<file path="config.mk">
export PLATFORM = sky130hd
export DESIGN_NAME = encoder_pid_motor_position_loop_top
export DESIGN_NICKNAME = d
export VERILOG_FILES = /design/src/rtl/core/epml_pkg.sv /design/src/rtl/core/epml_ctrl.sv /design/src/rtl/core/epml_dpath.sv /design/src/rtl/core/encoder_pid_motor_position_loop_top.sv
export SDC_FILE = /design/constraint.sdc
export NUM_CORES = 2
export LEC_CHECK = 0
export BUFFER_PORTS_ARGS = -buffer_cell sky130_fd_sc_hd__buf_2
export CAP_MARGIN = 20
export CORE_MARGIN = 5
export CORE_UTILIZATION = 40
export CTS_CLUSTER_SIZE = 12
export DETAILED_ROUTE_END_ITERATION = 10
export PLACE_DENSITY = 0.65
export SLEW_MARGIN = 20
export SYNTH_ARGS = -nofsm -noshare
export SYNTH_HDL_FRONTEND = slang
export SYNTH_HIERARCHICAL = 1
export SYNTH_SLANG_ARGS = --single-unit
</file>
<file path="constraint.sdc">
create_clock -name clk_i -period 6.73 [get_ports clk_i]
set_clock_uncertainty 0.1 [all_clocks]
set_input_delay 0 -clock clk_i [delete_from_list [all_inputs] [get_ports clk_i]]
set_output_delay 0 -clock clk_i [all_outputs]
set_load 0.01 [all_outputs]
</file>
<file path="src/rtl/core/epml_pkg.sv">
`timescale 1ns / 1ps

package epml_pkg;

  // Fixed-point format and limits
  localparam int unsigned GAIN_FRAC_BITS = 16;
  localparam int unsigned GAIN_W         = 24;
  localparam int unsigned INTEG_W        = 48;
  localparam int unsigned TERM_W         = 50;
  localparam int unsigned OPND_W         = 40;
  localparam int unsigned PROD_W         = 64;
  localparam int unsigned MPLR_W         = 24;
  localparam int unsigned DT_W           = 20;
  localparam int unsigned KDIV_SHIFT     = 10;

  localparam logic [7:0]            DUTY_MAX    = 8'd255;
  localparam logic [OPND_W-1:0]     OPND_LIM    = 40'h7F_FFFF_FFFF;
  localparam logic [MPLR_W-1:0]     USEC_PER_S  = 24'd1000000;
  localparam logic [KDIV_SHIFT-1:0] MILLI_DIV   = 10'd1000;
  localparam logic [31:0]           TARGET_RST  = 32'hFFFF_EC78;  // -5000

  localparam logic [GAIN_W-1:0] KP_RST = 24'd65536;
  localparam logic [GAIN_W-1:0] KD_RST = 24'd1638;
  localparam logic [GAIN_W-1:0] KI_RST = 24'd0;

  // Iteration counts of the shared multiplier and dividers
  localparam int unsigned MUL_STEPS  = 24;
  localparam int unsigned DIV_STEPS  = 64;
  localparam int unsigned KDIV_STEPS = 12;
  localparam int unsigned CNT_W      = 6;

  // Request types
  localparam logic [1:0] REQ_ENC    = 2'd0;
  localparam logic [1:0] REQ_TGT    = 2'd1;
  localparam logic [1:0] REQ_TICK   = 2'd2;
  localparam logic [1:0] REQ_UNUSED = 2'd3;

  // Register indexes
  localparam logic [1:0] REG_KP = 2'd0;
  localparam logic [1:0] REG_KD = 2'd1;
  localparam logic [1:0] REG_KI = 2'd2;

  // Datapath operations
  localparam logic [4:0] OP_NONE    = 5'd0;
  localparam logic [4:0] OP_ENC     = 5'd1;
  localparam logic [4:0] OP_TGT     = 5'd2;
  localparam logic [4:0] OP_LATCH   = 5'd3;
  localparam logic [4:0] OP_HOME    = 5'd4;
  localparam logic [4:0] OP_ERR     = 5'd5;
  localparam logic [4:0] OP_LD_INC  = 5'd6;
  localparam logic [4:0] OP_MUL     = 5'd7;
  localparam logic [4:0] OP_INTEG   = 5'd8;
  localparam logic [4:0] OP_LD_P    = 5'd9;
  localparam logic [4:0] OP_P_DONE  = 5'd10;
  localparam logic [4:0] OP_LD_DE   = 5'd11;
  localparam logic [4:0] OP_LD_DDIV = 5'd12;
  localparam logic [4:0] OP_DIV     = 5'd13;
  localparam logic [4:0] OP_LD_D    = 5'd14;
  localparam logic [4:0] OP_D_DONE  = 5'd15;
  localparam logic [4:0] OP_LD_IDIV = 5'd16;
  localparam logic [4:0] OP_LD_I    = 5'd17;
  localparam logic [4:0] OP_LD_I2   = 5'd18;
  localparam logic [4:0] OP_I_DONE  = 5'd19;
  localparam logic [4:0] OP_OUT     = 5'd20;
  localparam logic [4:0] OP_KDIV    = 5'd21;

  typedef struct packed {
    logic [4:0] op;
  } cmd_t;

  typedef struct packed {
    logic dt_zero;
  } status_t;

  function automatic logic [31:0] abs32(input logic [31:0] v);
    return v[31] ? (~v + 32'd1) : v;
  endfunction

  function automatic logic [32:0] abs33(input logic [32:0] v);
    return v[32] ? (~v + 33'd1) : v;
  endfunction

  function automatic logic [GAIN_W-1:0] abs_gain(input logic [GAIN_W-1:0] v);
    return v[GAIN_W-1] ? (~v + GAIN_W'(1)) : v;
  endfunction

  function automatic logic [INTEG_W-1:0] abs_integ(input logic [INTEG_W-1:0] v);
    return v[INTEG_W-1] ? (~v + INTEG_W'(1)) : v;
  endfunction

  function automatic logic [OPND_W-1:0] clamp_opnd(input logic [PROD_W-1:0] q);
    return (q > PROD_W'(OPND_LIM)) ? OPND_LIM : q[OPND_W-1:0];
  endfunction

  function automatic logic [TERM_W-1:0] mk_term(input logic neg,
                                                input logic [TERM_W-2:0] mag);
    logic [TERM_W-1:0] m;
    m = {1'b0, mag};
    return neg ? (~m + TERM_W'(1)) : m;
  endfunction

endpackage

</file>
<file path="src/rtl/core/epml_ctrl.sv">
`timescale 1ns / 1ps

module epml_ctrl (
  input  logic               clk_i,
  input  logic               rst_ni,
  input  logic               in_valid_i,
  output logic               in_ready_o,
  input  logic [1:0]         req_type_i,
  output logic               out_valid_o,
  input  logic               out_ready_i,
  output epml_pkg::cmd_t     cmd_o,
  input  epml_pkg::status_t  status_i
);

  localparam logic [4:0] S_IDLE  = 5'd0;
  localparam logic [4:0] S_HOME  = 5'd1;
  localparam logic [4:0] S_ERR   = 5'd2;
  localparam logic [4:0] S_INC   = 5'd3;
  localparam logic [4:0] S_INTEG = 5'd4;
  localparam logic [4:0] S_PL    = 5'd5;
  localparam logic [4:0] S_PD    = 5'd6;
  localparam logic [4:0] S_DEL   = 5'd7;
  localparam logic [4:0] S_DDIV  = 5'd8;
  localparam logic [4:0] S_DL    = 5'd9;
  localparam logic [4:0] S_DD    = 5'd10;
  localparam logic [4:0] S_IDIV  = 5'd11;
  localparam logic [4:0] S_IL    = 5'd12;
  localparam logic [4:0] S_I2    = 5'd13;
  localparam logic [4:0] S_ID    = 5'd14;
  localparam logic [4:0] S_OUT   = 5'd15;
  localparam logic [4:0] S_MRUN  = 5'd16;
  localparam logic [4:0] S_DRUN  = 5'd17;
  localparam logic [4:0] S_KRUN  = 5'd18;

  logic [4:0]                    state_q, state_d;
  logic [4:0]                    ret_q, ret_d;
  logic [epml_pkg::CNT_W-1:0]    cnt_q, cnt_d;
  logic                          out_valid_q, out_valid_d;
  logic                          accept;
  logic                          fire_out;

  assign in_ready_o  = (state_q == S_IDLE);
  assign accept      = in_valid_i && in_ready_o;
  assign out_valid_o = out_valid_q;

  always_comb begin
    state_d   = state_q;
    ret_d     = ret_q;
    cnt_d     = cnt_q;
    cmd_o.op  = epml_pkg::OP_NONE;
    fire_out  = 1'b0;
    case (state_q)
      S_IDLE: begin
        if (accept) begin
          case (req_type_i)
            epml_pkg::REQ_ENC:  cmd_o.op = epml_pkg::OP_ENC;
            epml_pkg::REQ_TGT:  cmd_o.op = epml_pkg::OP_TGT;
            epml_pkg::REQ_TICK: begin
              cmd_o.op = epml_pkg::OP_LATCH;
              state_d  = S_HOME;
            end
            default:            cmd_o.op = epml_pkg::OP_NONE;
          endcase
        end
      end
      S_HOME: begin
        cmd_o.op = epml_pkg::OP_HOME;
        state_d  = S_ERR;
      end
      S_ERR: begin
        cmd_o.op = epml_pkg::OP_ERR;
        state_d  = S_INC;
      end
      S_INC: begin
        cmd_o.op = epml_pkg::OP_LD_INC;
        ret_d    = S_INTEG;
        cnt_d    = '0;
        state_d  = S_MRUN;
      end
      S_INTEG: begin
        cmd_o.op = epml_pkg::OP_INTEG;
        state_d  = S_PL;
      end
      S_PL: begin
        cmd_o.op = epml_pkg::OP_LD_P;
        ret_d    = S_PD;
        cnt_d    = '0;
        state_d  = S_MRUN;
      end
      S_PD: begin
        cmd_o.op = epml_pkg::OP_P_DONE;
        state_d  = S_DEL;
      end
      S_DEL: begin
        cmd_o.op = epml_pkg::OP_LD_DE;
        ret_d    = S_DDIV;
        cnt_d    = '0;
        state_d  = S_MRUN;
      end
      S_DDIV: begin
        // skip the divide when no time has passed
        if (status_i.dt_zero) begin
          state_d = S_DL;
        end else begin
          cmd_o.op = epml_pkg::OP_LD_DDIV;
          ret_d    = S_DL;
          cnt_d    = '0;
          state_d  = S_DRUN;
        end
      end
      S_DL: begin
        cmd_o.op = epml_pkg::OP_LD_D;
        ret_d    = S_DD;
        cnt_d    = '0;
        state_d  = S_MRUN;
      end
      S_DD: begin
        cmd_o.op = epml_pkg::OP_D_DONE;
        state_d  = S_IDIV;
      end
      S_IDIV: begin
        cmd_o.op = epml_pkg::OP_LD_IDIV;
        ret_d    = S_IL;
        cnt_d    = '0;
        state_d  = S_KRUN;
      end
      S_IL: begin
        cmd_o.op = epml_pkg::OP_LD_I;
        ret_d    = S_I2;
        cnt_d    = '0;
        state_d  = S_MRUN;
      end
      S_I2: begin
        cmd_o.op = epml_pkg::OP_LD_I2;
        ret_d    = S_ID;
        cnt_d    = '0;
        state_d  = S_KRUN;
      end
      S_ID: begin
        cmd_o.op = epml_pkg::OP_I_DONE;
        state_d  = S_OUT;
      end
      S_OUT: begin
        // hold until the output slot is free
        if (!out_valid_q || out_ready_i) begin
          cmd_o.op = epml_pkg::OP_OUT;
          fire_out = 1'b1;
          state_d  = S_IDLE;
        end
      end
      S_MRUN: begin
        cmd_o.op = epml_pkg::OP_MUL;
        cnt_d    = cnt_q + epml_pkg::CNT_W'(1);
        if (cnt_q == epml_pkg::CNT_W'(epml_pkg::MUL_STEPS - 1)) begin
          state_d = ret_q;
        end
      end
      S_DRUN: begin
        cmd_o.op = epml_pkg::OP_DIV;
        cnt_d    = cnt_q + epml_pkg::CNT_W'(1);
        if (cnt_q == epml_pkg::CNT_W'(epml_pkg::DIV_STEPS - 1)) begin
          state_d = ret_q;
        end
      end
      S_KRUN: begin
        cmd_o.op = epml_pkg::OP_KDIV;
        cnt_d    = cnt_q + epml_pkg::CNT_W'(1);
        if (cnt_q == epml_pkg::CNT_W'(epml_pkg::KDIV_STEPS - 1)) begin
          state_d = ret_q;
        end
      end
      default: begin
        state_d = S_IDLE;
      end
    endcase
  end

  assign out_valid_d = (out_valid_q && !out_ready_i) || fire_out;

  always_ff @(posedge clk_i or negedge rst_ni) begin
    if (!rst_ni) begin
      state_q     <= S_IDLE;
      ret_q       <= S_IDLE;
      cnt_q       <= '0;
      out_valid_q <= 1'b0;
    end else begin
      state_q     <= state_d;
      ret_q       <= ret_d;
      cnt_q       <= cnt_d;
      out_valid_q <= out_valid_d;
    end
  end

endmodule

</file>
<file path="src/rtl/core/epml_dpath.sv">
`timescale 1ns / 1ps

module epml_dpath (
  input  logic                          clk_i,
  input  logic                          rst_ni,
  input  epml_pkg::cmd_t                cmd_i,
  output epml_pkg::status_t             status_o,
  input  logic                          enc_b_level_i,
  input  logic [31:0]                   new_target_i,
  input  logic                          limit_level_i,
  input  logic [epml_pkg::DT_W-1:0]     dt_us_i,
  input  logic [epml_pkg::GAIN_W-1:0]   kp_i,
  input  logic [epml_pkg::GAIN_W-1:0]   kd_i,
  input  logic [epml_pkg::GAIN_W-1:0]   ki_i,
  output logic [7:0]                    pwm_duty_o,
  output logic                          reverse_o,
  output logic                          homed_flag_o
);

  localparam int unsigned IW = epml_pkg::INTEG_W;
  localparam int unsigned TW = epml_pkg::TERM_W;
  localparam int unsigned PW = epml_pkg::PROD_W;
  localparam int unsigned F  = epml_pkg::GAIN_FRAC_BITS;
  localparam int unsigned KS = epml_pkg::KDIV_SHIFT;

  // Architectural state
  logic [31:0]   pos_q, tgt_q, off_q, last_e_q;
  logic          homed_q;
  logic [IW-1:0] integ_q;

  // Per-tick working registers
  logic                        lim_q;
  logic [epml_pkg::DT_W-1:0]   dt_q;
  logic [31:0]                 e_q;
  logic [32:0]                 de_q;
  logic [TW-1:0]               p_q, d_q, i_q;

  // Shift-add multiplier
  logic [PW-1:0]                  mc_q, prod_q;
  logic [epml_pkg::MPLR_W-1:0]    mp_q;
  logic                           msign_q;

  // Restoring divider
  logic [epml_pkg::DT_W:0]        rem_q;
  logic [PW-1:0]                  quo_q;
  logic [epml_pkg::DT_W-1:0]      dvsr_q;

  // Divide-by-1000 residue
  logic [IW-1:0]                  kr_q;

  logic [7:0]    duty_q;
  logic          rev_q, hflag_q;

  logic [33:0]   e_full;
  logic [31:0]   e_sat;
  logic [52:0]   inc;
  logic [53:0]   isum;
  logic [IW-1:0] isat;
  logic [epml_pkg::DT_W+1:0] trial;
  logic [epml_pkg::DT_W:0]   shifted;
  logic [TW-1:0] u_sum, u_mag;
  logic [PW-1:0] q_d;
  logic [IW-1:0] k_a, k_r;
  logic [PW-1:0] k_q;

  assign status_o.dt_zero = (dt_q == '0);

  always_comb begin
    e_full = {{2{pos_q[31]}}, pos_q}
           - ({{2{tgt_q[31]}}, tgt_q} + {{2{off_q[31]}}, off_q});
    if (e_full[33:31] == 3'b000 || e_full[33:31] == 3'b111) begin
      e_sat = e_full[31:0];
    end else if (e_full[33]) begin
      e_sat = 32'h8000_0000;
    end else begin
      e_sat = 32'h7FFF_FFFF;
    end

    inc  = msign_q ? (~{1'b0, prod_q[51:0]} + 53'd1) : {1'b0, prod_q[51:0]};
    isum = {{6{integ_q[IW-1]}}, integ_q} + {inc[52], inc};
    if (isum[53:IW-1] == '0 || isum[53:IW-1] == '1) begin
      isat = isum[IW-1:0];
    end else if (isum[53]) begin
      isat = {1'b1, {(IW-1){1'b0}}};
    end else begin
      isat = {1'b0, {(IW-1){1'b1}}};
    end

    shifted = {rem_q[epml_pkg::DT_W-1:0], quo_q[PW-1]};
    trial   = {1'b0, shifted} - {2'b00, dvsr_q};

    // Divide by 1000: fold each 1024 of the residue into 24 and count one,
    // then take out a last 1000 once the residue is below 1024.
    k_a = IW'(kr_q[IW-1:KS]);
    if (k_a != '0) begin
      k_r = (k_a << 4) + (k_a << 3) + IW'(kr_q[KS-1:0]);
      k_q = quo_q + PW'(k_a);
    end else if (kr_q[KS-1:0] >= epml_pkg::MILLI_DIV) begin
      k_r = IW'(kr_q[KS-1:0] - epml_pkg::MILLI_DIV);
      k_q = quo_q + PW'(1);
    end else begin
      k_r = kr_q;
      k_q = quo_q;
    end

    u_sum = p_q + d_q + i_q;
    u_mag = u_sum[TW-1] ? (~u_sum + TW'(1)) : u_sum;

    q_d = status_o.dt_zero ? '0 : quo_q;
  end

  // Architectural state
  always_ff @(posedge clk_i or negedge rst_ni) begin
    if (!rst_ni) begin
      pos_q    <= '0;
      tgt_q    <= epml_pkg::TARGET_RST;
      off_q    <= '0;
      homed_q  <= 1'b0;
      last_e_q <= '0;
      integ_q  <= '0;
    end else begin
      case (cmd_i.op)
        epml_pkg::OP_ENC:   pos_q <= enc_b_level_i ? pos_q + 32'd1 : pos_q - 32'd1;
        epml_pkg::OP_TGT:   tgt_q <= new_target_i;
        epml_pkg::OP_HOME: begin
          if (!homed_q && !lim_q) begin
            off_q   <= pos_q;
            tgt_q   <= '0;
            homed_q <= 1'b1;
          end
        end
        epml_pkg::OP_INTEG: integ_q  <= isat;
        epml_pkg::OP_OUT:   last_e_q <= e_q;
        default: ;
      endcase
    end
  end

  // Working registers
  always_ff @(posedge clk_i) begin
    case (cmd_i.op)
      epml_pkg::OP_LATCH: begin
        lim_q <= limit_level_i;
        dt_q  <= dt_us_i;
      end
      epml_pkg::OP_ERR: e_q <= e_sat;
      epml_pkg::OP_LD_INC: begin
        de_q    <= {e_q[31], e_q} - {last_e_q[31], last_e_q};
        mc_q    <= PW'(epml_pkg::abs32(e_q));
        mp_q    <= epml_pkg::MPLR_W'(dt_q);
        prod_q  <= '0;
        msign_q <= e_q[31];
      end
      epml_pkg::OP_MUL: begin
        prod_q <= prod_q + (mp_q[0] ? mc_q : '0);
        mc_q   <= {mc_q[PW-2:0], 1'b0};
        mp_q   <= {1'b0, mp_q[epml_pkg::MPLR_W-1:1]};
      end
      epml_pkg::OP_LD_P: begin
        mc_q    <= PW'(epml_pkg::abs32(e_q));
        mp_q    <= epml_pkg::abs_gain(kp_i);
        prod_q  <= '0;
        msign_q <= e_q[31] ^ kp_i[epml_pkg::GAIN_W-1];
      end
      epml_pkg::OP_P_DONE: p_q <= epml_pkg::mk_term(msign_q, (TW-1)'(prod_q[PW-1:F]));
      epml_pkg::OP_LD_DE: begin
        mc_q    <= PW'(epml_pkg::abs33(de_q));
        mp_q    <= epml_pkg::USEC_PER_S;
        prod_q  <= '0;
        msign_q <= de_q[32];
      end
      epml_pkg::OP_LD_DDIV: begin
        rem_q  <= '0;
        quo_q  <= prod_q;
        dvsr_q <= dt_q;
      end
      epml_pkg::OP_DIV: begin
        rem_q <= trial[epml_pkg::DT_W+1] ? shifted : trial[epml_pkg::DT_W:0];
        quo_q <= {quo_q[PW-2:0], ~trial[epml_pkg::DT_W+1]};
      end
      epml_pkg::OP_LD_D: begin
        mc_q    <= PW'(epml_pkg::clamp_opnd(q_d));
        mp_q    <= epml_pkg::abs_gain(kd_i);
        prod_q  <= '0;
        msign_q <= msign_q ^ kd_i[epml_pkg::GAIN_W-1];
      end
      epml_pkg::OP_D_DONE: d_q <= epml_pkg::mk_term(msign_q, (TW-1)'(prod_q[PW-1:F]));
      epml_pkg::OP_LD_IDIV: begin
        kr_q    <= epml_pkg::abs_integ(integ_q);
        quo_q   <= '0;
        msign_q <= integ_q[IW-1];
      end
      epml_pkg::OP_KDIV: begin
        kr_q  <= k_r;
        quo_q <= k_q;
      end
      epml_pkg::OP_LD_I: begin
        mc_q    <= PW'(epml_pkg::clamp_opnd(quo_q));
        mp_q    <= epml_pkg::abs_gain(ki_i);
        prod_q  <= '0;
        msign_q <= msign_q ^ ki_i[epml_pkg::GAIN_W-1];
      end
      epml_pkg::OP_LD_I2: begin
        kr_q  <= prod_q[PW-1:F];
        quo_q <= '0;
      end
      epml_pkg::OP_I_DONE: i_q <= epml_pkg::mk_term(msign_q, quo_q[TW-2:0]);
      epml_pkg::OP_OUT: begin
        duty_q  <= (u_mag > TW'(epml_pkg::DUTY_MAX)) ? epml_pkg::DUTY_MAX : u_mag[7:0];
        rev_q   <= u_sum[TW-1];
        hflag_q <= homed_q;
      end
      default: ;
    endcase
  end

  assign pwm_duty_o   = duty_q;
  assign reverse_o    = rev_q;
  assign homed_flag_o = hflag_q;

endmodule

</file>
<file path="src/rtl/core/encoder_pid_motor_position_loop_top.sv">
`timescale 1ns / 1ps
// Encoder edge and set-target requests complete in the accept cycle.
// A control tick raises its result after the shift-add multiplier (5 passes), the
// derivative divider (skipped when dt_us is 0) and two divide-by-1000 passes; it waits
// while an earlier result is still pending. One request is in flight.
// Reset (async, active low) clears position, offset, homing, integral and last error,
// loads the target with -5000 and the gains with their default values.
module encoder_pid_motor_position_loop_top (
  input  logic        clk_i,
  input  logic        rst_ni,
  // request channel
  input  logic        in_valid_i,
  output logic        in_ready_o,
  input  logic [1:0]  req_type_i,
  input  logic        enc_b_level_i,
  input  logic [31:0] new_target_i,
  input  logic        limit_level_i,
  input  logic [19:0] dt_us_i,
  // result channel
  output logic        out_valid_o,
  input  logic        out_ready_i,
  output logic [7:0]  pwm_duty_o,
  output logic        reverse_o,
  output logic        homed_flag_o,
  // configuration port
  input  logic        psel,
  input  logic        penable,
  input  logic        pwrite,
  input  logic [3:0]  paddr,
  input  logic [31:0] pwdata,
  output logic [31:0] prdata,
  output logic        pready
);

  logic [epml_pkg::GAIN_W-1:0] kp_q, kd_q, ki_q;
  logic                        cfg_wr;
  epml_pkg::cmd_t              cmd;
  epml_pkg::status_t           status;

  // Gain registers: write on the access phase, read back sign-extended.
  assign pready = 1'b1;
  assign cfg_wr = psel && penable && pwrite;

  always_ff @(posedge clk_i or negedge rst_ni) begin
    if (!rst_ni) begin
      kp_q <= epml_pkg::KP_RST;
      kd_q <= epml_pkg::KD_RST;
      ki_q <= epml_pkg::KI_RST;
    end else if (cfg_wr) begin
      case (paddr[3:2])
        epml_pkg::REG_KP: kp_q <= pwdata[epml_pkg::GAIN_W-1:0];
        epml_pkg::REG_KD: kd_q <= pwdata[epml_pkg::GAIN_W-1:0];
        epml_pkg::REG_KI: ki_q <= pwdata[epml_pkg::GAIN_W-1:0];
        default: ;  // drop writes beyond the register list
      endcase
    end
  end

  always_comb begin
    case (paddr[3:2])
      epml_pkg::REG_KP: prdata = {{8{kp_q[epml_pkg::GAIN_W-1]}}, kp_q};
      epml_pkg::REG_KD: prdata = {{8{kd_q[epml_pkg::GAIN_W-1]}}, kd_q};
      epml_pkg::REG_KI: prdata = {{8{ki_q[epml_pkg::GAIN_W-1]}}, ki_q};
      default:          prdata = '0;
    endcase
  end

  // Sequencer: accepts requests, steps the datapath through a tick.
  epml_ctrl u_ctrl (
    .clk_i       (clk_i),
    .rst_ni      (rst_ni),
    .in_valid_i  (in_valid_i),
    .in_ready_o  (in_ready_o),
    .req_type_i  (req_type_i),
    .out_valid_o (out_valid_o),
    .out_ready_i (out_ready_i),
    .cmd_o       (cmd),
    .status_i    (status)
  );

  // Datapath: position state, PID arithmetic, result register.
  epml_dpath u_dpath (
    .clk_i         (clk_i),
    .rst_ni        (rst_ni),
    .cmd_i         (cmd),
    .status_o      (status),
    .enc_b_level_i (enc_b_level_i),
    .new_target_i  (new_target_i),
    .limit_level_i (limit_level_i),
    .dt_us_i       (dt_us_i),
    .kp_i          (kp_q),
    .kd_i          (kd_q),
    .ki_i          (ki_q),
    .pwm_duty_o    (pwm_duty_o),
    .reverse_o     (reverse_o),
    .homed_flag_o  (homed_flag_o)
  );

  // Never overwrite a result that is still waiting.
  a_no_overwrite: assert property (@(posedge clk_i) disable iff (!rst_ni)
    cmd.op == epml_pkg::OP_OUT |-> (!out_valid_o || out_ready_i))
    else $error("result overwritten while pending");

  // A tick request keeps the block busy in the next cycle.
  a_tick_busy: assert property (@(posedge clk_i) disable iff (!rst_ni)
    (in_valid_i && in_ready_o && req_type_i == epml_pkg::REQ_TICK) |=> !in_ready_o)
    else $error("tick request did not start processing");

  // The derivative divide never runs with a zero interval.
  a_no_div_zero: assert property (@(posedge clk_i) disable iff (!rst_ni)
    cmd.op == epml_pkg::OP_LD_DDIV |-> !status.dt_zero)
    else $error("divide started with zero interval");

endmodule
</file>
# Word level (Yosys, flattened, before mapping)
# Index checks and enable logic that the tools add are counted.
op_classes:
  reduce_logical: 47
  multipliers: 0
  div_mod_pow: 0
  shifts: 0
  n_mux: 53
  n_bitwise: 14
  add_sub_neg: 26
  eq_ne: 57
  n_lt_le_gt_ge: 4
ops:
  columns: ["cell", "count"]
  rows:
  - ["64-bit case mux with 5 select lines", 1]
  - ["64-bit 2-to-1 mux", 4]
  - ["64-bit case mux with 4 select lines", 1]
  - ["48-bit 2-to-1 mux", 5]
  - ["32-bit 2-to-1 mux", 5]
  - ["50-bit by 1-bit adder with 50-bit output (second input constant)", 3]
  - ["24-bit case mux with 6 select lines", 1]
  - ["48-bit case mux with 3 select lines", 1]
  - ["64-bit by 39-bit > comparator with 1-bit output (second input constant)", 2]
  - ["64-bit case mux with 2 select lines", 1]
  - ["50-bit adder", 2]
  - ["50-bit 2-to-1 mux", 2]
  - ["32-bit case mux with 3 select lines", 1]
  - ["5-bit case mux with 19 select lines", 1]
  - ["5-bit by 4-bit equality test with 1-bit output (second input constant)", 16]
  - ["40-bit 2-to-1 mux", 2]
  - ["24-bit by 1-bit adder with 24-bit output (second input constant)", 3]
  - ["24-bit 2-to-1 mux", 3]
  - ["24-bit NOT", 3]
  - ["5-bit case mux with 14 select lines", 1]
  - ["32-bit by 1-bit adder with 32-bit output (second input constant)", 2]
  - ["64-bit by 1-bit adder with 64-bit output (second input constant)", 1]
  - ["64-bit by 38-bit adder with 64-bit output", 1]
  - ["64-bit adder", 1]
  - ["other kinds (73)", 138]
totals:
  inputBits: 99
  latchBits: 0
  out_inout_bits: 45
  word_cells: 233
  ramBits: 0
  n_memories: 0
  rom_bits: 0
  reg_bits: 817

# Logic depth before layout (Yosys ltp)
logic_depth:
  word_depth: 8
  depth_mapped: 30
  mapped_depth_nobuf: 28

# Modules after synthesis
# Netlist, hierarchy kept.
by_module_without_submodules:
  columns: ["mod", "seq_area_each_um2", "area_per_inst_um2", "cells_per_inst", "instances"]
  rows:
  - ["epml_dpath", 21006.4, 57473.9, 6178, 1]
  - ["encoder_pid_motor_position_loop_top", 1810.5, 3368.2, 247, 1]
  - ["epml_ctrl", 400.4, 1318.8, 167, 1]

# Least setup slack after synthesis
# OpenSTA, ideal clock, no wires.
synth_timing:
  path_type: "register to register"
  startpoint: "register u_dpath.prod_q[16]"
  endpoint: "register u_dpath.integ_q[19]"
  required_time_ns: 6.547
  setup_time_ns: 0.083
  period_less_slack_ns: 6.653
  path_stages_with_launch: 28
  path_slack_ns: 0.077
  arrival_time_ns: 6.470
  n_path_buf: 2
  cell_sequence: "edfxtp_1 > inv_1 > ha_1 > or3b_2 > or4_1 > or3_1 > nand2b_1 > nand2b_1 > or2_2 > or3_1 > nand2_1 > nand2_1 > xor2_1 > ha_1 > a21o_1 > a21o_1 > a21o_1 > a21o_1 > a21oi_1 > and3_1 > a211oi_1 > or2_2 > o311a_1 > or3_1 > o41a_1 > clkbuf_1 > clkbuf_1 > o21ai_0"
synth_between:
  elab_chain_len: 7
  elab_cells_between_ends: 9
  classes_between: "add/sub (2); eq/ne (1); mux (3); bitwise (1); reduce/logical (2)"
synth_rtl:
  columns: ["element", "line", "rtl"]
  rows:
  - ["from (decl)", "epml_dpath.sv:39", "logic [PW-1:0] mc_q, prod_q;"]
  - ["from (signal assigned)", "epml_dpath.sv:155", "prod_q <= prod_q + (mp_q[0] ? mc_q : '0);"]
  - ["52-bit NOT with 53-bit output", "epml_dpath.sv:79", "inc = msign_q ? (~{1'b0, prod_q[51:0]} + 53'd1) : {1'b0, prod_q[51:0]};"]
  - ["53-bit by 1-bit adder with 53-bit output", "epml_dpath.sv:79", null]
  - ["53-bit 2-to-1 mux (*)", "epml_dpath.sv:79", null]
  - ["48-bit by 53-bit adder with 54-bit output (*)", "epml_dpath.sv:80", "isum = {{6{integ_q[IW-1]}}, integ_q} + {inc[52], inc};"]
  - ["7-bit equality test or 7-bit logical NOT (tied branches)", "epml_dpath.sv:81", "if (isum[53:IW-1] == '0 || isum[53:IW-1] == '1) begin"]
  - ["1-bit logical OR", "epml_dpath.sv:81", null]
  - ["48-bit 2-to-1 mux (*)", "epml_dpath.sv:81", null]
  - ["to (signal assigned)", "epml_dpath.sv:132", "epml_pkg::OP_INTEG: integ_q <= isat;"]
  - ["to (decl)", "epml_dpath.sv:29", "logic [IW-1:0] integ_q;"]
# Every way passes the cells marked *; elsewhere a longest branch is shown, timed or not.
# A chain may end at the register's enable or synchronous reset.

# Worst setup path in the final report
layout_timing:
  startpoint: "register u_dpath.prod_q[16]"
  endpoint: "register u_dpath.integ_q[33]"
# The elaborated chain is that of the path after synthesis.

==> flow_metrics.py <==
metrics = {
    "sta": {
        "slew_hr": 0.2292,
        "fin_crit_sh": 0.9725,
        "fin_crit_ns": 6.545,
        "slew_violations": 0,
        "hold_fails_final_rpt": 0,
        "worst-slew-pin-transition_ns": 1.144,
        "fmax_mhz": 152.8,
        "final_critical_path_setup_slack_ns": 0.1848,
        "final_setup_violations": 0,
    },
    "setup_path": {
        "crit_path_max_fanout": 6,
        "worst_path_max_delay_cell": "or4_4",
        "cp.required_ns": 7.26,
        "worstSetupEndpointType": "flip-flop",
        "worstSetupStartpointType": "flip-flop",
        "cp_common_cell": "a21o_1",
        "critical_path.n_buffers_inverters": 4,
        "critPathMaxStageDelay_ns": 0.42,
        "setup.worst_path.class": "flip-flop to flip-flop",
        "cp_top_family": "simple AND/OR/NAND/NOR gates",
        "arrival_ns": 7.08,
    },
    "logic_synthesis": {
        "synth_edf_count": 551,
        "synth_top_area_share": 0.2662,
        "syn_inst": 6592,
        "synthesis.nets": 7207,
        "synth_warnings": 6,
        "synth_top_area_cell": "edfxtp_1",
        "main_flop_type_after_synthesis": "edfxtp_1",
        "fraction_of_registers_with_async_set_reset": 0.3248,
        "ys_top_cells_by_area": "edfxtp_1 27%, dfrtp_1 9.4%, ha_1 8.5%, xnor2_1 6.0%, o21ai_0 5.2%",
        "synth.avg_cell_area_sq_um": 9.430,
        "synth_area_sq_um": 62160,
        "yosys.cell_types.count": 115,
        "postSynthRegisterBits": 816,
        "synth.yosys.seq_area_share": 0.3735,
    },
    "detailed_routing": {
        "via_per_inst": 5.825,
        "routed-via-count": 52250,
        "drc_violation_count_after_routing": 0,
        "dr.pass1.iters": 8,
        "detailedRoute.firstIterationViolations": 4370,
        "ant_nets": 0,
        "postRouteWirelength_microns": 190400,
        "wire_length_per_cell_after_detailed_routing_microns": 21.22,
    },
    "placed_design": {
        "placement.cell_area_sq_um": 65520,
        "io_buffer_count": 132,
        "detailed_place_hpwl_microns": 142600,
        "gp_congestion": 0.9695,
        "place_worst_setup_slack_ns": -0.1869,
    },
    "global_routing": {
        "grt_use_met3": 0.04455,
        "globalRoute.totalOverflow": 0,
        "gr-usage-met1": 0.2939,
        "grt_pass1_wl_microns": 293900,
        "number_of_antenna_violations_at_the_first_check_in_global_routing": 6,
        "grt_max_degree": 146,
        "first_global_vias": 51090,
        "globalRouteTotalUtil": 0.2265,
        "grt-busiest-layer": "met2",
        "groute.layer.met2.usage": 0.3771,
    },
    "status": {
        "run_status": "finished, final reports clean",
    },
    "finish": {
        "layout.cells.most_common_list": "590 x o21ai_0, 551 x edfxtp_1, 512 x nand2_1",
        "drive_above_1_share": 0.1118,
        "finish.net_count": 7460,
        "area.growth.synth_to_final_pct": 14.00,
        "final_common_cell": "o21ai_0",
        "post-route-cell-area_sq_um": 70860,
    },
    "floorplanning": {
        "start_util": 0.4030,
        "core_area_sq_um": 154200,
        "die-height_microns": 404.2,
        "die_x_microns": 404.2,
        "placement_rows": 144,
        "floorplan.io_pins": 144,
        "floorplan.die_area_sq_um": 163400,
    },
    "power": {
        "power.ir.vdd_worst_mv": 0.2564,
        "power_density_nw_per_um2": 232.0,
        "p_leak_nw": 28.81,
    },
    "clock_network": {
        "clock-root-buffer": "clkbuf_16",
        "cts.sinks": 816,
        "cts_buffer_depth": 3,
        "num_cts_buffers": 95,
        "clkTransAtPathRegs_ns": 0.06,
        "clk-insertion-delay-late_ns": 0.73,
        "cts_tree": "built",
        "clock_tree.htree_level_count": 3,
    },
    "run": {
        "maxCapViolCount": 0,
    },
    "hold_path": {
        "worst_hold_path_type": "primary input to flip-flop",
    },
}
-- synthesized netlist by cell type, drive strengths merged (15+ instances only) --
| cell | instances |
|---|---|
| o31a | 15 |
| fa | 95 |
| a2111oi | 15 |
| a211oi | 34 |
| edfxtp | 551 |
| or4 | 53 |
| o21bai | 51 |
| nand4 | 57 |
| a21oi | 434 |
| a221o | 41 |
| nor2 | 446 |
| o21a | 50 |
| nor2b | 58 |
| o41ai | 41 |
| nor3 | 87 |
| dfrtp | 233 |
| a221oi | 19 |
| a31oi | 56 |
| inv | 294 |
| nor4 | 51 |
| xnor2 | 425 |
| dfstp | 32 |
| nand3 | 157 |
| o21ai | 657 |
| ha | 421 |
| o31ai | 99 |
| nand2b | 69 |
| clkbuf | 276 |
| or3 | 72 |
| mux2 | 115 |
| mux2i | 43 |
| o211ai | 25 |
| a211o | 15 |
| or2 | 41 |
| nand2 | 518 |
| and2 | 123 |
| xor2 | 215 |
| and3 | 48 |
| o22ai | 18 |
| a21boi | 20 |
| a22oi | 76 |
| a21o | 200 |
| buf | 41 |
-- layer usage --
layer	up-vias	wire length, microns
met5	-	25
met4	4	7627
met3	406	14510
met2	1788	88220
met1	25300	79980
li1	24750	-
-- through the flow --
step	utilization	setup TNS [ns]	cells	power, mW	hold slack (ns)
3_5_place_dp	0.4248	-7.564	8614	10.91	-0.1250
2_1_floorplan	-	0	6592	9.229	-0.3956
4_1_cts	0.4581	-0.09104	8958	16.39	0.00005257
3_3_place_gp	0.4248	-4.464	8614	10.86	-0.1256
6_report	0.4595	0	8970	16.44	0.05324
5_1_grt	0.4594	-0.06250	8965	17.19	0.04465
-- area by class of cell --
class | instances | area [sq um]
clock buffer | 124 | 2609
fill | 14600 | 83370
tap | 2044 | 2557
timing repair buffer | 473 | 3804
multi-input combinational | 5165 | 36980
inverter | 294 | 1110
antenna | 5 | 12.51
sequential | 816 | 23220
clock inverter | 49 | 571.8
-- final timing paths --
kind | startpoint | to | slack (ns) | cells past startpoint
min in group asynchronous | rst_ni | kd_q[1]$_DFFE_PN1P_ | 0.31 | 3
worst min register to register | u_ctrl/ret_q[0]$_DFFE_PN0P_ | u_ctrl/ret_q[0]$_DFFE_PN0P_ | 0.38 | 2
worst max register to register | u_dpath/prod_q[16]$_SDFFCE_PP0P_ | u_dpath/integ_q[33]$_DFFE_PN0N_ | 0.18 | 28
worst min-delay path | penable | ki_q[17]$_DFFE_PN0P_ | 0.05 | 5
max in group asynchronous | rst_ni | u_dpath/integ_q[9]$_DFFE_PN0N_ | 5.28 | 4
worst max-delay path | u_dpath/prod_q[16]$_SDFFCE_PP0P_ | u_dpath/integ_q[33]$_DFFE_PN0N_ | 0.18 | 28
-- what timing repair did --
action | CTS | global route
buffers inserted | 6 | 9
resized for setup | 79 | 45
cloned | 5 | 0
hold buffers | 160 | 0
endpoints found under the hold margin | 372 | 0
pin swaps | 18 | 13
endpoints found under the setup margin | 47 | 64
-- kinds of logic (layout without fill, tap and decap cells) --
| group | count (synthesis) | count (layout) | synth area share |
|---|---|---|---|
| adders and majority gates | 516 | 516 | 0.1153 |
| DFF | 816 | 816 | 0.3735 |
| and+or+nand+nor | 1848 | 1848 | 0.1479 |
| buffers and inverters | 611 | 940 | 0.03889 |
| muxes | 158 | 158 | 0.02896 |
| other | 1 | 6 | 0.00006033 |
| AOI/OAI and AO/OA | 2002 | 2002 | 0.2051 |
| xor gates and xnor gates | 640 | 640 | 0.09018 |
-- worst register-to-register path: cells and delay by family (launching register included) --
family | cells | cell delay, ns
DFF | 1 | 0.40
adders and majority gates | 2 | 0.46
AOI/OAI and AO/OA | 9 | 1.77
xor gates and xnor gates | 1 | 0.15
and+or+nand+nor | 12 | 3.07
buffers and inverters | 4 | 0.51
-- registers in the layout, summed over array words and instances (netlist names), 24 cells and up --
name and cells:
u_dpath/pos_q 32, u_dpath/integ_q 48, u_dpath/quo_q 64, kd_q 24, u_dpath/tgt_q 32, u_dpath/mp_q 24
u_dpath/e_q 32, u_dpath/de_q 33, u_dpath/i_q 50, ki_q 24, u_dpath/mc_q 64, u_dpath/prod_q 64
u_dpath/p_q 50, u_dpath/d_q 50, u_dpath/off_q 32, u_dpath/last_e_q 32, u_dpath/kr_q 48, kp_q 24
-- power by group --
| part | internal, mW | switching, mW | leakage (nW) |
|---|---|---|---|
| Combinational | 2.00 | 2.91 | 18.8 |
| Clock | 3.06 | 2.24 | 1.56 |
| Sequential | 5.82 | 0.413 | 8.48 |
| Total | 10.9 | 5.56 | 28.8 |
No activity file was read; power rests on OpenSTA's default activity.
